### src/base64_stream_encoder_assert.svh
// Assertion macros shared by the base64 encoder RTL
`ifndef BASE64_STREAM_ENCODER_ASSERT_SVH
`define BASE64_STREAM_ENCODER_ASSERT_SVH

// Same-cycle implication, sampled on clk, off while in reset
`define B64E_ASSERT_NOW(label, ante, cons, msg) \
	label: assert property (@(posedge clk) disable iff (!arst_n) (ante) |-> (cons)) \
		else $error(msg);

// Next-cycle implication, sampled on clk, off while in reset
`define B64E_ASSERT_NEXT(label, ante, cons, msg) \
	label: assert property (@(posedge clk) disable iff (!arst_n) (ante) |=> (cons)) \
		else $error(msg);

`endif

### src/b64e_pkg.sv
// Types, constants and the alphabet function of the base64 encoder
`default_nettype none

package b64e_pkg;

	// Depth of the group queue between front and back (2 or more)
	localparam int unsigned QUEUE_DEPTH = 2;

	// Character codes
	localparam logic [7:0] CHAR_UPPER_A = 8'h41;
	localparam logic [7:0] CHAR_LOWER_A = 8'h61;
	localparam logic [7:0] CHAR_ZERO    = 8'h30;
	localparam logic [7:0] CHAR_PLUS    = 8'h2B;
	localparam logic [7:0] CHAR_SLASH   = 8'h2F;
	localparam logic [7:0] CHAR_PAD     = 8'h3D;

	// Pad counts for a closed group
	localparam logic [1:0] PAD_NONE = 2'd0;
	localparam logic [1:0] PAD_ONE  = 2'd1;
	localparam logic [1:0] PAD_TWO  = 2'd2;

	// One 24-bit group as handed from front to back
	typedef struct packed {
		logic [23:0] triple;   // first byte in the high bits
		logic [1:0]  pad_n;    // trailing '=' characters, 0 to 2
		logic        msg_end;  // group closes the message
	} grp_t;

	// Map a sextet onto the standard alphabet
	function automatic logic [7:0] b64_char(input logic [5:0] s);
		logic [7:0] c;
		if (s < 6'd26) begin
			c = CHAR_UPPER_A + {2'b00, s};
		end else if (s < 6'd52) begin
			c = CHAR_LOWER_A + {2'b00, s} - 8'd26;
		end else if (s < 6'd62) begin
			c = CHAR_ZERO + {2'b00, s} - 8'd52;
		end else if (s == 6'd62) begin
			c = CHAR_PLUS;
		end else begin
			c = CHAR_SLASH;
		end
		return c;
	endfunction

endpackage

`default_nettype wire

### src/b64e_front.sv
// Front end: collects bytes into 24-bit groups and queues closed groups
`default_nettype none

module b64e_front (
	input  wire logic            clk,
	input  wire logic            arst_n,
	input  wire logic            s_tvalid,
	output logic                 s_tready,
	input  wire logic [7:0]      s_tdata,   // [7:0] data_byte
	input  wire logic            s_tlast,   // final_byte
	input  wire logic            q_full,
	output logic                 q_wr,
	output b64e_pkg::grp_t       q_wdata
);

	logic [15:0] pend_q;
	logic [1:0]  cnt_q;
	logic        beat;
	logic        close_grp;

	// Take a byte whenever the queue can hold a group
	assign s_tready  = !q_full;
	assign beat      = s_tvalid && s_tready;
	assign close_grp = cnt_q[1] || s_tlast;
	assign q_wr      = beat && close_grp;

	// Form the group from held bytes and the new one
	always_comb begin
		q_wdata.msg_end = s_tlast;
		if (cnt_q[1]) begin
			q_wdata.triple = {pend_q, s_tdata};
			q_wdata.pad_n  = b64e_pkg::PAD_NONE;
		end else if (cnt_q[0]) begin
			q_wdata.triple = {pend_q[7:0], s_tdata, 8'h00};
			q_wdata.pad_n  = b64e_pkg::PAD_ONE;
		end else begin
			q_wdata.triple = {s_tdata, 16'h0000};
			q_wdata.pad_n  = b64e_pkg::PAD_TWO;
		end
	end

	// Held bytes, earlier byte above the later one
	always_ff @(posedge clk or negedge arst_n) begin
		if (!arst_n) begin
			pend_q <= '0;
			cnt_q  <= '0;
		end else if (beat) begin
			if (close_grp) begin
				pend_q <= '0;
				cnt_q  <= '0;
			end else begin
				pend_q <= {pend_q[7:0], s_tdata};
				cnt_q  <= cnt_q + 2'd1;
			end
		end
	end

endmodule

`default_nettype wire

### src/b64e_queue.sv
// Short group queue between the front and back ends
`default_nettype none
`include "base64_stream_encoder_assert.svh"

module b64e_queue #(
	parameter int unsigned DEPTH = b64e_pkg::QUEUE_DEPTH
) (
	input  wire logic            clk,
	input  wire logic            arst_n,
	input  wire logic            wr,
	input  wire b64e_pkg::grp_t  wdata,
	output logic                 full,
	input  wire logic            rd,
	output b64e_pkg::grp_t       rdata,
	output logic                 not_empty
);

	localparam int unsigned PTR_W = $clog2(DEPTH);
	localparam int unsigned CNT_W = $clog2(DEPTH + 1);
	localparam logic [PTR_W-1:0] PTR_LAST = PTR_W'(DEPTH - 1);
	localparam logic [CNT_W-1:0] CNT_FULL = CNT_W'(DEPTH);

	b64e_pkg::grp_t   mem_q [DEPTH];
	logic [PTR_W-1:0] wptr_q;
	logic [PTR_W-1:0] rptr_q;
	logic [CNT_W-1:0] count_q;
	logic             do_wr;
	logic             do_rd;

	assign full      = (count_q == CNT_FULL);
	assign not_empty = (count_q != '0);
	assign do_wr     = wr && !full;
	assign do_rd     = rd && not_empty;
	assign rdata     = mem_q[rptr_q];

	// Entry storage
	always_ff @(posedge clk) begin
		if (do_wr) begin
			mem_q[wptr_q] <= wdata;
		end
	end

	// Pointers and fill count
	always_ff @(posedge clk or negedge arst_n) begin
		if (!arst_n) begin
			wptr_q  <= '0;
			rptr_q  <= '0;
			count_q <= '0;
		end else begin
			if (do_wr) begin
				wptr_q <= (wptr_q == PTR_LAST) ? '0 : wptr_q + PTR_W'(1);
			end
			if (do_rd) begin
				rptr_q <= (rptr_q == PTR_LAST) ? '0 : rptr_q + PTR_W'(1);
			end
			if (do_wr && !do_rd) begin
				count_q <= count_q + CNT_W'(1);
			end else if (do_rd && !do_wr) begin
				count_q <= count_q - CNT_W'(1);
			end
		end
	end

	`B64E_ASSERT_NOW(a_cnt_range, 1'b1, count_q <= CNT_FULL, "queue count beyond depth")
	`B64E_ASSERT_NEXT(a_cnt_up, do_wr && !do_rd, count_q == $past(count_q) + CNT_W'(1), "queue count missed a write")

endmodule

`default_nettype wire

### src/b64e_back.sv
// Back end: spells each group out as four characters, one per cycle while the output is not held back
`default_nettype none
`include "base64_stream_encoder_assert.svh"

module b64e_back (
	input  wire logic            clk,
	input  wire logic            arst_n,
	input  wire logic            q_valid,
	input  wire b64e_pkg::grp_t  q_rdata,
	output logic                 q_rd,
	output logic                 m_tvalid,
	input  wire logic            m_tready,
	output logic [7:0]           m_tdata,   // [7:0] out_char
	output logic                 m_tuser,   // group_last
	output logic                 m_tlast    // message_last
);

	b64e_pkg::grp_t grp_q;
	logic           busy_q;
	logic [1:0]     idx_q;
	logic           out_valid_q;
	logic [7:0]     out_char_q;
	logic           group_last_q;
	logic           msg_last_q;
	logic           adv;
	logic           last_char;
	logic [5:0]     sextet;
	logic           is_pad;
	logic [7:0]     char_nxt;

	// A character moves into the output register when it is free or drains
	assign adv       = busy_q && (!out_valid_q || m_tready);
	assign last_char = (idx_q == 2'd3);
	assign q_rd      = q_valid && (!busy_q || (adv && last_char));

	// Sextet select, most significant first
	always_comb begin
		case (idx_q)
			2'd0:    sextet = grp_q.triple[23:18];
			2'd1:    sextet = grp_q.triple[17:12];
			2'd2:    sextet = grp_q.triple[11:6];
			default: sextet = grp_q.triple[5:0];
		endcase
	end

	assign is_pad   = (idx_q > (2'd3 - grp_q.pad_n));
	assign char_nxt = is_pad ? b64e_pkg::CHAR_PAD : b64e_pkg::b64_char(sextet);

	// Current group and character index
	always_ff @(posedge clk or negedge arst_n) begin
		if (!arst_n) begin
			busy_q <= 1'b0;
			idx_q  <= '0;
		end else if (q_rd) begin
			busy_q <= 1'b1;
			idx_q  <= '0;
		end else if (adv) begin
			if (last_char) begin
				busy_q <= 1'b0;
			end
			idx_q <= idx_q + 2'd1;
		end
	end

	always_ff @(posedge clk) begin
		if (q_rd) begin
			grp_q <= q_rdata;
		end
	end

	// Output register
	always_ff @(posedge clk or negedge arst_n) begin
		if (!arst_n) begin
			out_valid_q <= 1'b0;
		end else if (adv) begin
			out_valid_q <= 1'b1;
		end else if (m_tready) begin
			out_valid_q <= 1'b0;
		end
	end

	always_ff @(posedge clk) begin
		if (adv) begin
			out_char_q   <= char_nxt;
			group_last_q <= last_char;
			msg_last_q   <= last_char && grp_q.msg_end;
		end
	end

	assign m_tvalid = out_valid_q;
	assign m_tdata  = out_char_q;
	assign m_tuser  = group_last_q;
	assign m_tlast  = msg_last_q;

	`B64E_ASSERT_NOW(a_pop_gap, q_rd && busy_q, adv && last_char, "group taken while one is still open")
	`B64E_ASSERT_NEXT(a_pop_start, q_rd, busy_q && (idx_q == 2'd0), "taken group did not start at its first character")
	`B64E_ASSERT_NOW(a_msg_in_grp, out_valid_q && msg_last_q, group_last_q, "message end off a group boundary")

endmodule

`default_nettype wire

### src/base64_stream_encoder.sv
// Path: a byte that closes a group is written to the group queue, then taken into the back end's group
// register, and its first character shows from the output register. Throughput: one character per cycle
// on the output while m_tready is high, four per group; the output register and the group queue set the pace.
// Input takes one byte per cycle while the group queue has room.
// Reset (arst_n low, asynchronous) clears held bytes, the queue and the output valid.
// Top level of the base64 stream encoder
`default_nettype none

module base64_stream_encoder #(
	parameter int unsigned QUEUE_DEPTH = b64e_pkg::QUEUE_DEPTH
) (
	input  wire logic        clk,
	input  wire logic        arst_n,
	input  wire logic        s_tvalid,
	output logic             s_tready,
	input  wire logic [7:0]  s_tdata,   // [7:0] data_byte
	input  wire logic        s_tlast,   // final_byte
	output logic             m_tvalid,
	input  wire logic        m_tready,
	output logic [7:0]       m_tdata,   // [7:0] out_char
	output logic             m_tuser,   // group_last
	output logic             m_tlast    // message_last
);

	logic           q_wr;
	logic           q_full;
	logic           q_rd;
	logic           q_valid;
	b64e_pkg::grp_t q_wdata;
	b64e_pkg::grp_t q_rdata;

	// Byte collection
	b64e_front u_front (
		.clk      (clk),
		.arst_n   (arst_n),
		.s_tvalid (s_tvalid),
		.s_tready (s_tready),
		.s_tdata  (s_tdata),
		.s_tlast  (s_tlast),
		.q_full   (q_full),
		.q_wr     (q_wr),
		.q_wdata  (q_wdata)
	);

	// Group queue
	b64e_queue #(
		.DEPTH (QUEUE_DEPTH)
	) u_queue (
		.clk       (clk),
		.arst_n    (arst_n),
		.wr        (q_wr),
		.wdata     (q_wdata),
		.full      (q_full),
		.rd        (q_rd),
		.rdata     (q_rdata),
		.not_empty (q_valid)
	);

	// Character output
	b64e_back u_back (
		.clk      (clk),
		.arst_n   (arst_n),
		.q_valid  (q_valid),
		.q_rdata  (q_rdata),
		.q_rd     (q_rd),
		.m_tvalid (m_tvalid),
		.m_tready (m_tready),
		.m_tdata  (m_tdata),
		.m_tuser  (m_tuser),
		.m_tlast  (m_tlast)
	);

endmodule

`default_nettype wire

### config.mk
export PLATFORM = sky130hd
export DESIGN_NAME = base64_stream_encoder
export DESIGN_NICKNAME = d
export VERILOG_FILES = /design/src/b64e_pkg.sv /design/src/b64e_front.sv /design/src/b64e_queue.sv /design/src/b64e_back.sv /design/src/base64_stream_encoder.sv
export VERILOG_INCLUDE_DIRS = /design/src /design/src/src
export SDC_FILE = /design/constraint.sdc
export NUM_CORES = 1
export LEC_CHECK = 0
export BUFFER_PORTS_ARGS = -buffer_cell sky130_fd_sc_hd__buf_4
export CAP_MARGIN = 40
export CORE_AREA = 8 8 111 103
export CTS_CLUSTER_DIAMETER = 60
export CTS_CLUSTER_SIZE = 40
export DETAILED_ROUTE_END_ITERATION = 12
export DIE_AREA = 0 0 119 111
export PLACE_DENSITY = 0.75
export SLEW_MARGIN = 20
export SYNTH_ARGS = -nofsm -noshare
export SYNTH_HDL_FRONTEND = slang
export SYNTH_SLANG_ARGS = --single-unit
### constraint.sdc
create_clock -name clk -period 5.56 [get_ports clk]
set_clock_uncertainty 0.05 [all_clocks]
set_input_delay 1.112 -clock clk [delete_from_list [all_inputs] [get_ports clk]]
set_output_delay 1.112 -clock clk [all_outputs]
set_load 0.02 [all_outputs]
Word level (Yosys, flattened, before mapping). Memory sizes are Yosys's and may differ from the RTL's. A register that Yosys moved wholly into a read port is not among the register bits. Index checks and enable logic that the tools add are counted.

Add/sub/neg operators: 12. Magnitude comparators: 4. Equal/unequal tests: 5. Multiplexer cells: 22. Reductions and logical operators: 25.

Operators with widths (number): 26-bit two-way mux (2); 8-bit two-way mux (3); 6-bit case mux with 3 select lines (1); 7-bit by 6-bit adder with 8-bit output (first input constant) (2); 16-bit two-way mux (1); 6-bit < comparator (second input constant) (2); 1-bit logical AND (10); 2-bit two-way mux (5); 2-bit nonzero test (5); 1-bit two-way mux (9); 8-bit by 5-bit subtractor with 8-bit output (second input constant) (1); 8-bit by 6-bit subtractor with 8-bit output (second input constant) (1); 6-bit by 6-bit adder with 7-bit output (first input constant) (1); 2-bit by 1-bit adder with 2-bit output (second input constant) (3); 2-bit equality test (second input constant) (3); 6-bit equality test (second input constant) (1); 6-bit by 5-bit < comparator with 1-bit output (second input constant) (1); 1-bit zero test (5); 1-bit logical OR (3); 3-bit two-way mux (1); 1-bit adder (second input constant) (2); 2-bit by 1-bit equality test with 1-bit output (second input constant) (1); 2-bit greater-than comparator (1); 2-bit zero test (1); other kinds (3) (3).

Flip-flop bits (word level): 36. RAM bits: 54. Input bits: 13. Output and inout port bits: 12. Logic and storage cells: 80. Memories: 1.

Memories: u_queue.mem_q (depth 2, width 27, rd ports 1, clocked after memory_dff 1, wr ports 1, line b64e_queue.sv:23) `b64e_pkg::grp_t mem_q [DEPTH];`.

Logic depth before layout (Yosys ltp). Gate-level depths: netlist (run 1).

Depth in word-level cells: 10. Depth in mapped cells: 11. Mapped depth without buffers: 10.

Hierarchy. Synthesis (run 1) repeated with hierarchy kept, for this count alone.

Cells, all modules: 354. Area total of the unflattened synthesis: 5235.0 sq um.

By module, submodules not included: b64e_queue (times used 1, cells an instance 103, area each 2248.4 sq um, sequential area each 1721.7 sq um); b64e_back (times used 1, cells an instance 155, area each 1953.1 sq um, sequential area each 1211.2 sq um); b64e_front (times used 1, cells an instance 96, area each 1033.5 sq um, sequential area each 450.4 sq um).

Worst setup path before layout (run 1). OpenSTA, ideal clock, no wires.

Path kind: input -> register. From: input port s_tvalid. To: memory u_queue.mem_q[0][0] (netlist name) (enable). Arrival time: 3.326 ns. Setup slack: 1.739 ns. Stages on the path: 3. Buffers on the path: 1. Path through: nand2_1 -> clkbuf_1 -> nor3_1.

Longest elaborated chain between the ends: 5.

Ends and longest elaborated chain: from (decl) (line base64_stream_encoder.sv:14) `input wire logic s_tvalid,`; 1-bit logical AND (line b64e_front.sv:23) `assign beat = s_tvalid && s_tready;`; 1-bit logical AND (line b64e_front.sv:25) `assign q_wr = beat && close_grp;`; 1-bit logical AND (line b64e_queue.sv:32) `assign do_wr = wr && !full;`; 1-bit two-way mux (line b64e_queue.sv:38) `if (do_wr) begin`; 1-bit two-way mux (not written as such) (line b64e_queue.sv:39) `mem_q[wptr_q] <= wdata;`; to (decl) (line b64e_queue.sv:23).

Every way passes these cells.

Worst setup path after layout (run 1).
From: register u_back.idx_q[0]. To: register u_back.out_char_q[0] (netlist: u_back.m_tdata[0]) (data pin).

Longest elaborated chain between the ends: 7.

Ends and longest elaborated chain: from (decl) (line b64e_back.sv:20) `logic [1:0] idx_q;`; from (signal assigned) (line b64e_back.sv:61) `idx_q <= idx_q + 2'd1;`; 2-bit equality test (tied with other cells) (line b64e_back.sv:38) `case (idx_q)`; 6-bit case mux with 3 select lines (line b64e_back.sv:38); 6-bit by 6-bit adder with 7-bit output (line b64e_pkg.sv:37) `c = CHAR_ZERO + {2'b00, s} - 8'd52;`; 8-bit by 6-bit subtractor with 8-bit output (line b64e_pkg.sv:37); 8-bit two-way mux (line b64e_pkg.sv:36) `end else if (s < 6'd62) begin`; 8-bit two-way mux (line b64e_pkg.sv:34) `end else if (s < 6'd52) begin`; 8-bit two-way mux (line b64e_pkg.sv:32) `if (s < 6'd26) begin`; to (signal assigned) (line b64e_back.sv:84) `out_char_q <= char_nxt;`; to (decl) (line b64e_back.sv:22) `logic [7:0] out_char_q;`.

Parallel ways exist; a longest one is shown, timed or not. A chain may end at the register's enable or synchronous reset.

==> results of run 1 <==
==> routing by layer <==
layer	vias to the layer above	wire, µm	GRT usage (%)
met5	-	0	0
met3	11	379	4.89
li1	1412	-	-
met4	0	124	6.32
met2	83	4140	20.9
met1	1411	4070	17.2
==> worst max-delay path: cells and delay by family, from the launching register on <==
family                     cells  cell delay [ns]
adders and majority gates      2             0.59
buffers and inverters          2             0.31
DFF                            1             0.41
muxes                          1             0.36
AOI/OAI and AO/OA              4             0.93
==> worst min-delay path by stage <==
stage / startpoint / end / slack, ns
3_3_place_gp: u_queue.count_q[1]$_DFFE_PN0P_ / u_queue.count_q[1]$_DFFE_PN0P_ / 0.44
2_1_floorplan: u_queue.wptr_q$_DFFE_PN0P_ / u_queue.wptr_q$_DFFE_PN0P_ / 0.41
6_report: arst_n / u_queue.count_q[1]$_DFFE_PN0P_ / 0.45
4_1_cts: arst_n / u_queue.count_q[1]$_DFFE_PN0P_ / 0.44
3_5_place_dp: u_queue.count_q[1]$_DFFE_PN0P_ / u_queue.count_q[1]$_DFFE_PN0P_ / 0.44
5_1_grt: arst_n / u_queue.count_q[0]$_DFFE_PN0P_ / 0.45
==> state kept, by name, summed over array words and instances, names as in the netlist, 2 cells and up <==
| name | cells |
|---|---|
| u_back.grp_q | 27 |
| u_back.idx_q | 2 |
| u_back.m_tdata | 8 |
| u_front.cnt_q | 2 |
| u_front.pend_q | 16 |
| u_queue.count_q | 2 |
| u_queue.mem_q | 54 |
==> cell families (layout without fill, tap and decap cells) <==
family,after synthesis,count (layout),share of synthesized area (%)
flip-flops,117,117,66.7
AO/OA/AOI/OAI,78,78,11.5
AND/OR/NAND/NOR,62,62,6.11
multiplexers,40,40,8.70
buffers and inverters,29,79,2.19
adder cells (fa/ha/maj),14,14,3.45
XOR/XNOR,8,8,1.38
==> cells in the final DEF (no fill, tap or decap), drive strengths merged, types with 4 or more instances in the layout <==
master | netlist | routed
ha | 14 | 14
clkinv | 1 | 5
edfxtp | 91 | 91
o21ai | 15 | 15
xor2 | 5 | 5
bufinv | 0 | 4
clkbuf | 13 | 20
nand2 | 22 | 22
mux2 | 30 | 30
and2 | 10 | 10
nor2 | 12 | 12
buf | 1 | 30
a222oi | 6 | 6
nor2b | 5 | 5
mux2i | 10 | 10
dfrtp | 26 | 26
o211ai | 5 | 5
nor3 | 6 | 6
a21oi | 13 | 13
a22o | 24 | 24
inv | 14 | 18
==> cell type report <==
cell class / count / area (µm²) / area share (%)
sequential: 117 / 3380 / 55.9
clock buffer: 18 / 418 / 6.90
inverter: 15 / 57.6 / 0.950
multi-input combinational: 202 / 1590 / 26.3
tap: 126 / 158 / 2.60
timing repair buffer: 32 / 251 / 4.15
clock inverter: 14 / 198 / 3.26
==> power breakdown <==
part,total (mW),internal [mW],leakage [nW],switching [mW]
Clock,1.11,0.732,0.297,0.382
Combinational,1.28,0.552,0.837,0.732
Sequential,1.42,1.28,1.18,0.144
Total,3.82,2.56,2.31,1.26
==> out/qor.yml, run 1 <==
run_status:
  status: "finished clean"
finish:
  fin_util_pct: 63.8
  final_nets: 412
  synthToLayoutAreaGrowth_pct: 19.3
  design_area_um2: 6060
  layout.cells.non_filler: 524
  nFillCells: 660
  drive_above_1_share_pct: 26.4
  num_antenna_cells: 0
detailed_routing:
  vias: 2917
  routedWlPerCell_um: 16.6
  drt-initial-drc-count: 263
  drc: 0
  viasPerCell: 5.57
  dr.pass1.iters: 6
  ant_nets: 0
  routed_wl_um: 8710
job:
  cap_violations: 0
worst_setup_path:
  crit_chain: "inv_1 > ha_1 > a222oi_1 > mux2_2 > inv_2 > ha_1 > o21ai_1 > a211o_1 > a221o_1"
  reg2reg_depth: 9
  path_class: "flop to flop"
  required_ns: 5.76
  r2r_slack_ns: 2.64
  timing.rr.end: "u_back.m_tdata[0]$_SDFFCE_PN1P_"
  critPathSlowestCell: "dfrtp_1"
  rr_startpoint: "u_back.idx_q[0]$_DFFE_PN0P_"
  endpoint: "u_back.m_tdata[0]$_SDFFCE_PN1P_"
  end_kind: "flop"
  critPathMostFrequentCell: "ha_1"
  crit_path_start: "u_back.idx_q[0]$_DFFE_PN0P_"
  start_kind: "flop"
  cp_max_fo: 8
  crit_arrival_ns: 3.12
  cp_slowest_stage_delay_ns: 0.41
cts:
  clkSlewWorstSetupHoldPaths_ns: 0.06
  hold_buffers: 0
  cts_made_buffers: 17
  clock_latency_ns: 0.51
  post_cts_buffers: 0
  cts.sink_count: 117
  cts-resized-gates: 0
  cts.htree.levels: 4
  cts_buffer_depth: 2
  cts_tree: "yes"
  cts_root_buf: "clkbuf_8"
synth:
  ys_types: 41
  yosysTopAreaCell: "edfxtp_1"
  yosys_warnings: 0
  yosysMostFrequentCell: "edfxtp_1"
  synthCells: 348
  synth_commonest_cells: "edfxtp_1, mux2_2, dfrtp_1"
  synth_edf_count: 91
  syn_nets: 375
  syn_area_um2: 5080
  ys.flop_type: "edfxtp_1"
  synth_top_area_share_pct: 53.8
  synth_seq_cells: 117
  synth_area_per_cell_um2: 14.6
  synth-seq-area-share_pct: 66.7
  synthArstFlopShare_pct: 22.2
  synth_area_leaders: "edfxtp_1, dfrtp_1, mux2_2"
floorplanning:
  std_cell_rows: 34
  die_x_um: 119
  die_height_um: 111
  initial_core_util_pct: 53.5
  dieArea_um2: 13200
  core_um2: 9490
  ios: 25
sta:
  fin_ws_ns: 2.64
  period_share_pct: 52.5
  final_hold_viol_count: 0
  grt_setup_unrepaired: "no"
  tns_ns: 0
  maxSlewHeadroom_pct: 48.1
  setup_violations: 0
  timing.fmax_mhz: 343
  hold_slack_ns: 0.451
  tightest_slew_ns: 0.779
  drv_slew: 0
  layout_min_cycle_time_ns: 2.92
pwr:
  leakagePower_nw: 2.31
  finalPower_mw: 3.82
  peakVddDrop_mv: 0.409
  powerDensity_nw_per_um2: 630
placement:
  dp_slack_ns: 2.29
  io_buffers: 24
  place_inst: 489
  place_congestion: 0.809
  dpl_cell_area_um2: 5410
  detailed_place_hpwl_um: 6040
global_route:
  grt_max_degree: 39
  gr-total-overflow: 0
  antenna_found_initial: 0
  track_usage_pct: 13.8
  grt_pass1_wl_um: 14400
  grt_pass1_vias: 2900
worst_hold_path:
  hp-class: "input pin to asynchronous set/reset pin"
Power figures use the tool's default switching activity.
==> run 2: changes to the inputs <==
- ABC_AREA: not set -> 1
- CORE_AREA: 8 8 111 103 -> 8 8 112 104
- DIE_AREA: 0 0 119 111 -> 0 0 120 112
- PLACE_DENSITY: 0.75 -> 0.78
- clock period: 5.56 -> 2.4 ns (I/O delays scaled with it)
==> run 2 against run 1 <==
Setup slack got worse by 2.5 ns; worst hold slack worse by 0.33 ns; critical path depth rose by 2; cell count grew 28%; sequential cell count unchanged; first-iteration DRC count is 27% lower.
==> out/qor.yml, run 2 <==
run_status:
  status: "finished clean"
floorplanning:
  die_height_um: 112  # +0.90%
  die_x_um: 120  # +0.84%
  initial_core_util_pct: 52.7  # -0.84 points
  ios: 25  # unchanged
  dieArea_um2: 13400  # +1.7%
  std_cell_rows: 35  # +2.9%
  core_um2: 9850  # +3.9%
detailed_routing:
  ant_nets: 0  # unchanged
  highest-signal-layer: "met4"
  wl_met1_um: 4340  # +6.6%
  viasPerCell: 5.16  # -7.4%
  dr.pass1.iters: 5  # -1
  routed_wl_um: 10000  # +15%
  drc: 0  # unchanged
  vias: 3449  # +18%
  wl_met3_um: 398  # +5.0%
  routedWlPerCell_um: 15.0  # -9.8%
  wl_met2_um: 5140  # +24%
  drt-initial-drc-count: 191  # -27%
finish:
  final_common_cell: "nand2_1"
  nFillCells: 764  # +16%
  largest_reg_flops: 54  # unchanged
  drive_above_1_share_pct: 17.8  # -8.6 points
  synthToLayoutAreaGrowth_pct: 19.4  # about the same
  final_nets: 554  # +34%
  most-common-layout-cells: "nand2_1, edfxtp_1, inv_1, buf_4"
  fin_util_pct: 62.9  # -0.94 points
  top_regs: "u_queue.mem_q (54), u_back.grp_q (27), u_front.pend_q (16)"
  num_antenna_cells: 0  # unchanged
  top_register: "u_queue.mem_q"
pwr:
  powerDensity_nw_per_um2: 1600  # +150%
  switching_power_mw: 3.86  # +210%
  p_clk_share_pct: 24.6  # -4.6 points
  switching_share_pct: 39.0  # +6.0 points
  peakVddDrop_mv: 0.726  # +78%
  power_frac_comb_pct: 40.5  # +6.9 points
  leakagePower_nw: 2.73  # +18%
  intPower_mw: 6.04  # +140%
  power_frac_seq_pct: 34.8  # -2.4 points
global_route:
  track_usage_pct: 15.5  # +1.7 points
  gr-total-overflow: 0  # unchanged
  grt_pass1_vias: 3384  # +17%
  grt_pass1_wl_um: 16300  # +13%
  grt_max_degree: 29  # -26%
  antenna_found_initial: 0  # unchanged
sta:
  layout_min_cycle_time_ns: 2.25  # -0.673 ns
  maxSlewHeadroom_pct: 62.4  # +14 points
  final_hold_viol_count: 0  # unchanged
  timing.fmax_mhz: 445  # +30%
  tns_ns: 0  # unchanged
  grt_setup_unrepaired: "no"
  period_share_pct: 93.6  # +41 points
  drv_slew: 0  # unchanged
  setup_violations: 0  # unchanged
  tightest_slew_ns: 0.562  # -0.217 ns
worst_setup_path:
  required_ns: 2.61  # -3.15 ns
  cp_max_fo: 13  # +5
  path_class: "flop to flop"
  crit_arrival_ns: 2.45  # -0.67 ns
  end_kind: "flop"
  start_kind: "flop"
cts:
  cts_root_buf: "clkbuf_8"
  cts_made_buffers: 17  # unchanged
  cts.htree.levels: 4  # unchanged
  cts.sink_count: 117  # unchanged
  clock_latency_ns: 0.51  # about the same
  cts_buffer_depth: 2  # unchanged
  clkSlewWorstSetupHoldPaths_ns: 0.06  # about the same
  cts_tree: "yes"
synth:
  ys_types: 35  # -15%
  synth_top_area_share_pct: 52.7  # -1.2 points
  syn_area_um2: 5190  # +2.2%
  synth_seq_cells: 117  # unchanged
  ys.flop_type: "edfxtp_1"
  synth_area_leaders: "edfxtp_1, dfrtp_1, nand2_1"
  synth-seq-area-share_pct: 65.2  # -1.5 points
  syn_nets: 512  # +37%
  yosysTopAreaCell: "edfxtp_1"
  synth_commonest_cells: "nand2_1, edfxtp_1, inv_1"
  yosysMostFrequentCell: "nand2_1"
  synthArstFlopShare_pct: 22.2  # unchanged
  synth_edf_count: 91  # unchanged
  synth_area_per_cell_um2: 10.7  # -27%
  yosys_warnings: 0  # unchanged
  synthCells: 485  # +39%
placement:
  place_congestion: 0.886  # +9.6%
  detailed_place_hpwl_um: 6550  # +8.6%
  io_buffers: 24  # unchanged
worst_hold_path:
  hp-class: "input pin to flop"
job:
  cap_violations: 0  # unchanged
## run 2: cell count changes after synthesis, sizes merged, moves of 24 or more
cell | previous run | this run
nand2 | 22 | 165
a22o | 24 | 0
o22ai | 0 | 25
inv | 14 | 61
mux2 | 30 | 0
## run 2: timing repair
item | 4_1_cts | 5_1_grt
buffers inserted | 0 | 0
gates resized for setup | 0 | 8
hold buffers | 1 | 0
endpoints found under the setup margin | 0 | 5
hold endpoints to repair | 26 | 0
## run 2: kinds of logic (layout without fill, tap and decap cells)
family                     after synthesis  count (layout)  synth area share, %
AOI/OAI and AO/OA                       73              73                 8.80
buffers and inverters                   76             131                 5.74
and+or+nand+nor                        199             199                 15.9
DFF                                    117             117                 65.2
adders and majority gates               14              14                 3.38
xor gates and xnor gates                 6               6                 1.01
## run 2: critical path, stage by stage (launching register included)
cell and delay, ns:
dfrtp_1 0.44, ha_1 0.23, inv_4 0.08, or2_2 0.29, o21a_1 0.18, ha_4 0.20
inv_1 0.08, nand3_1 0.11, nand2_1 0.08, nor2_1 0.04, o21ai_0 0.15, nand2_1 0.07
## run 2: layout make-up
cell class	count	area, µm²	share of cell area (%)
clock buffer	19	464	7.49
clock inverter	13	118	1.90
inverter	64	245	3.96
multi-input combinational	292	1530	24.8
sequential	117	3380	54.6
tap	129	161	2.60
timing repair buffer	35	290	4.68
## run 2: power groups by stage
stage          registers (mW)  clock network [mW]  logic [mW]
2_1_floorplan            3.52                   0        2.74
3_3_place_gp             3.45                   0        3.79
3_5_place_dp             3.47                   0        3.91
4_1_cts                  3.44                2.47        3.96
5_1_grt                  3.50                2.55        4.48
6_report                 3.45                2.44        4.01
## run 2: metal layers
layer | track usage, % | vias to the layer above
met5 | 0 | -
met2 | 26.5 | 76
met1 | 17.7 | 1653
li1 | - | 1705
met3 | 4.45 | 15
met4 | 6.91 | 0
## run 2: path summary, 6_finish.rpt
path	to	from	slack [ns]	depth (start not counted)
hold reg to reg	u_queue.count_q[1]$_DFFE_PN0P_	u_queue.count_q[1]$_DFFE_PN0P_	0.45	1
setup / recovery	u_back.m_tdata[4]$_SDFFCE_PN1P_	u_back.idx_q[0]$_DFFE_PN0P_	0.15	11
setup reg to reg	u_back.m_tdata[4]$_SDFFCE_PN1P_	u_back.idx_q[0]$_DFFE_PN0P_	0.15	11
max in group asynchronous	u_back.idx_q[1]$_DFFE_PN0P_	arst_n	1.64	2
min in group asynchronous	u_front.pend_q[2]$_DFFE_PN0P_	arst_n	0.37	2
hold / removal	u_queue.mem_q[0][0]$_DFFE_PP_	s_tlast	0.12	1
## run 2: per-stage QoR
| stage | std cells | area [µm²] | hold WS (ns) | setup slack, ns | total power, mW |
|---|---|---|---|---|---|
| after floorplan | 485 | 5190 | 0.134 | -0.201 | 6.26 |
| after global placement | 636 | 5580 | 0.355 | 0.171 | 7.24 |
| after detailed placement | 636 | 5580 | 0.361 | 0.0616 | 7.39 |
| after CTS | 669 | 6170 | 0.101 | 0.0500 | 9.87 |
| after global routing | 669 | 6200 | 0.0999 | 0.0113 | 10.5 |
| final | 669 | 6200 | 0.121 | 0.154 | 9.90 |
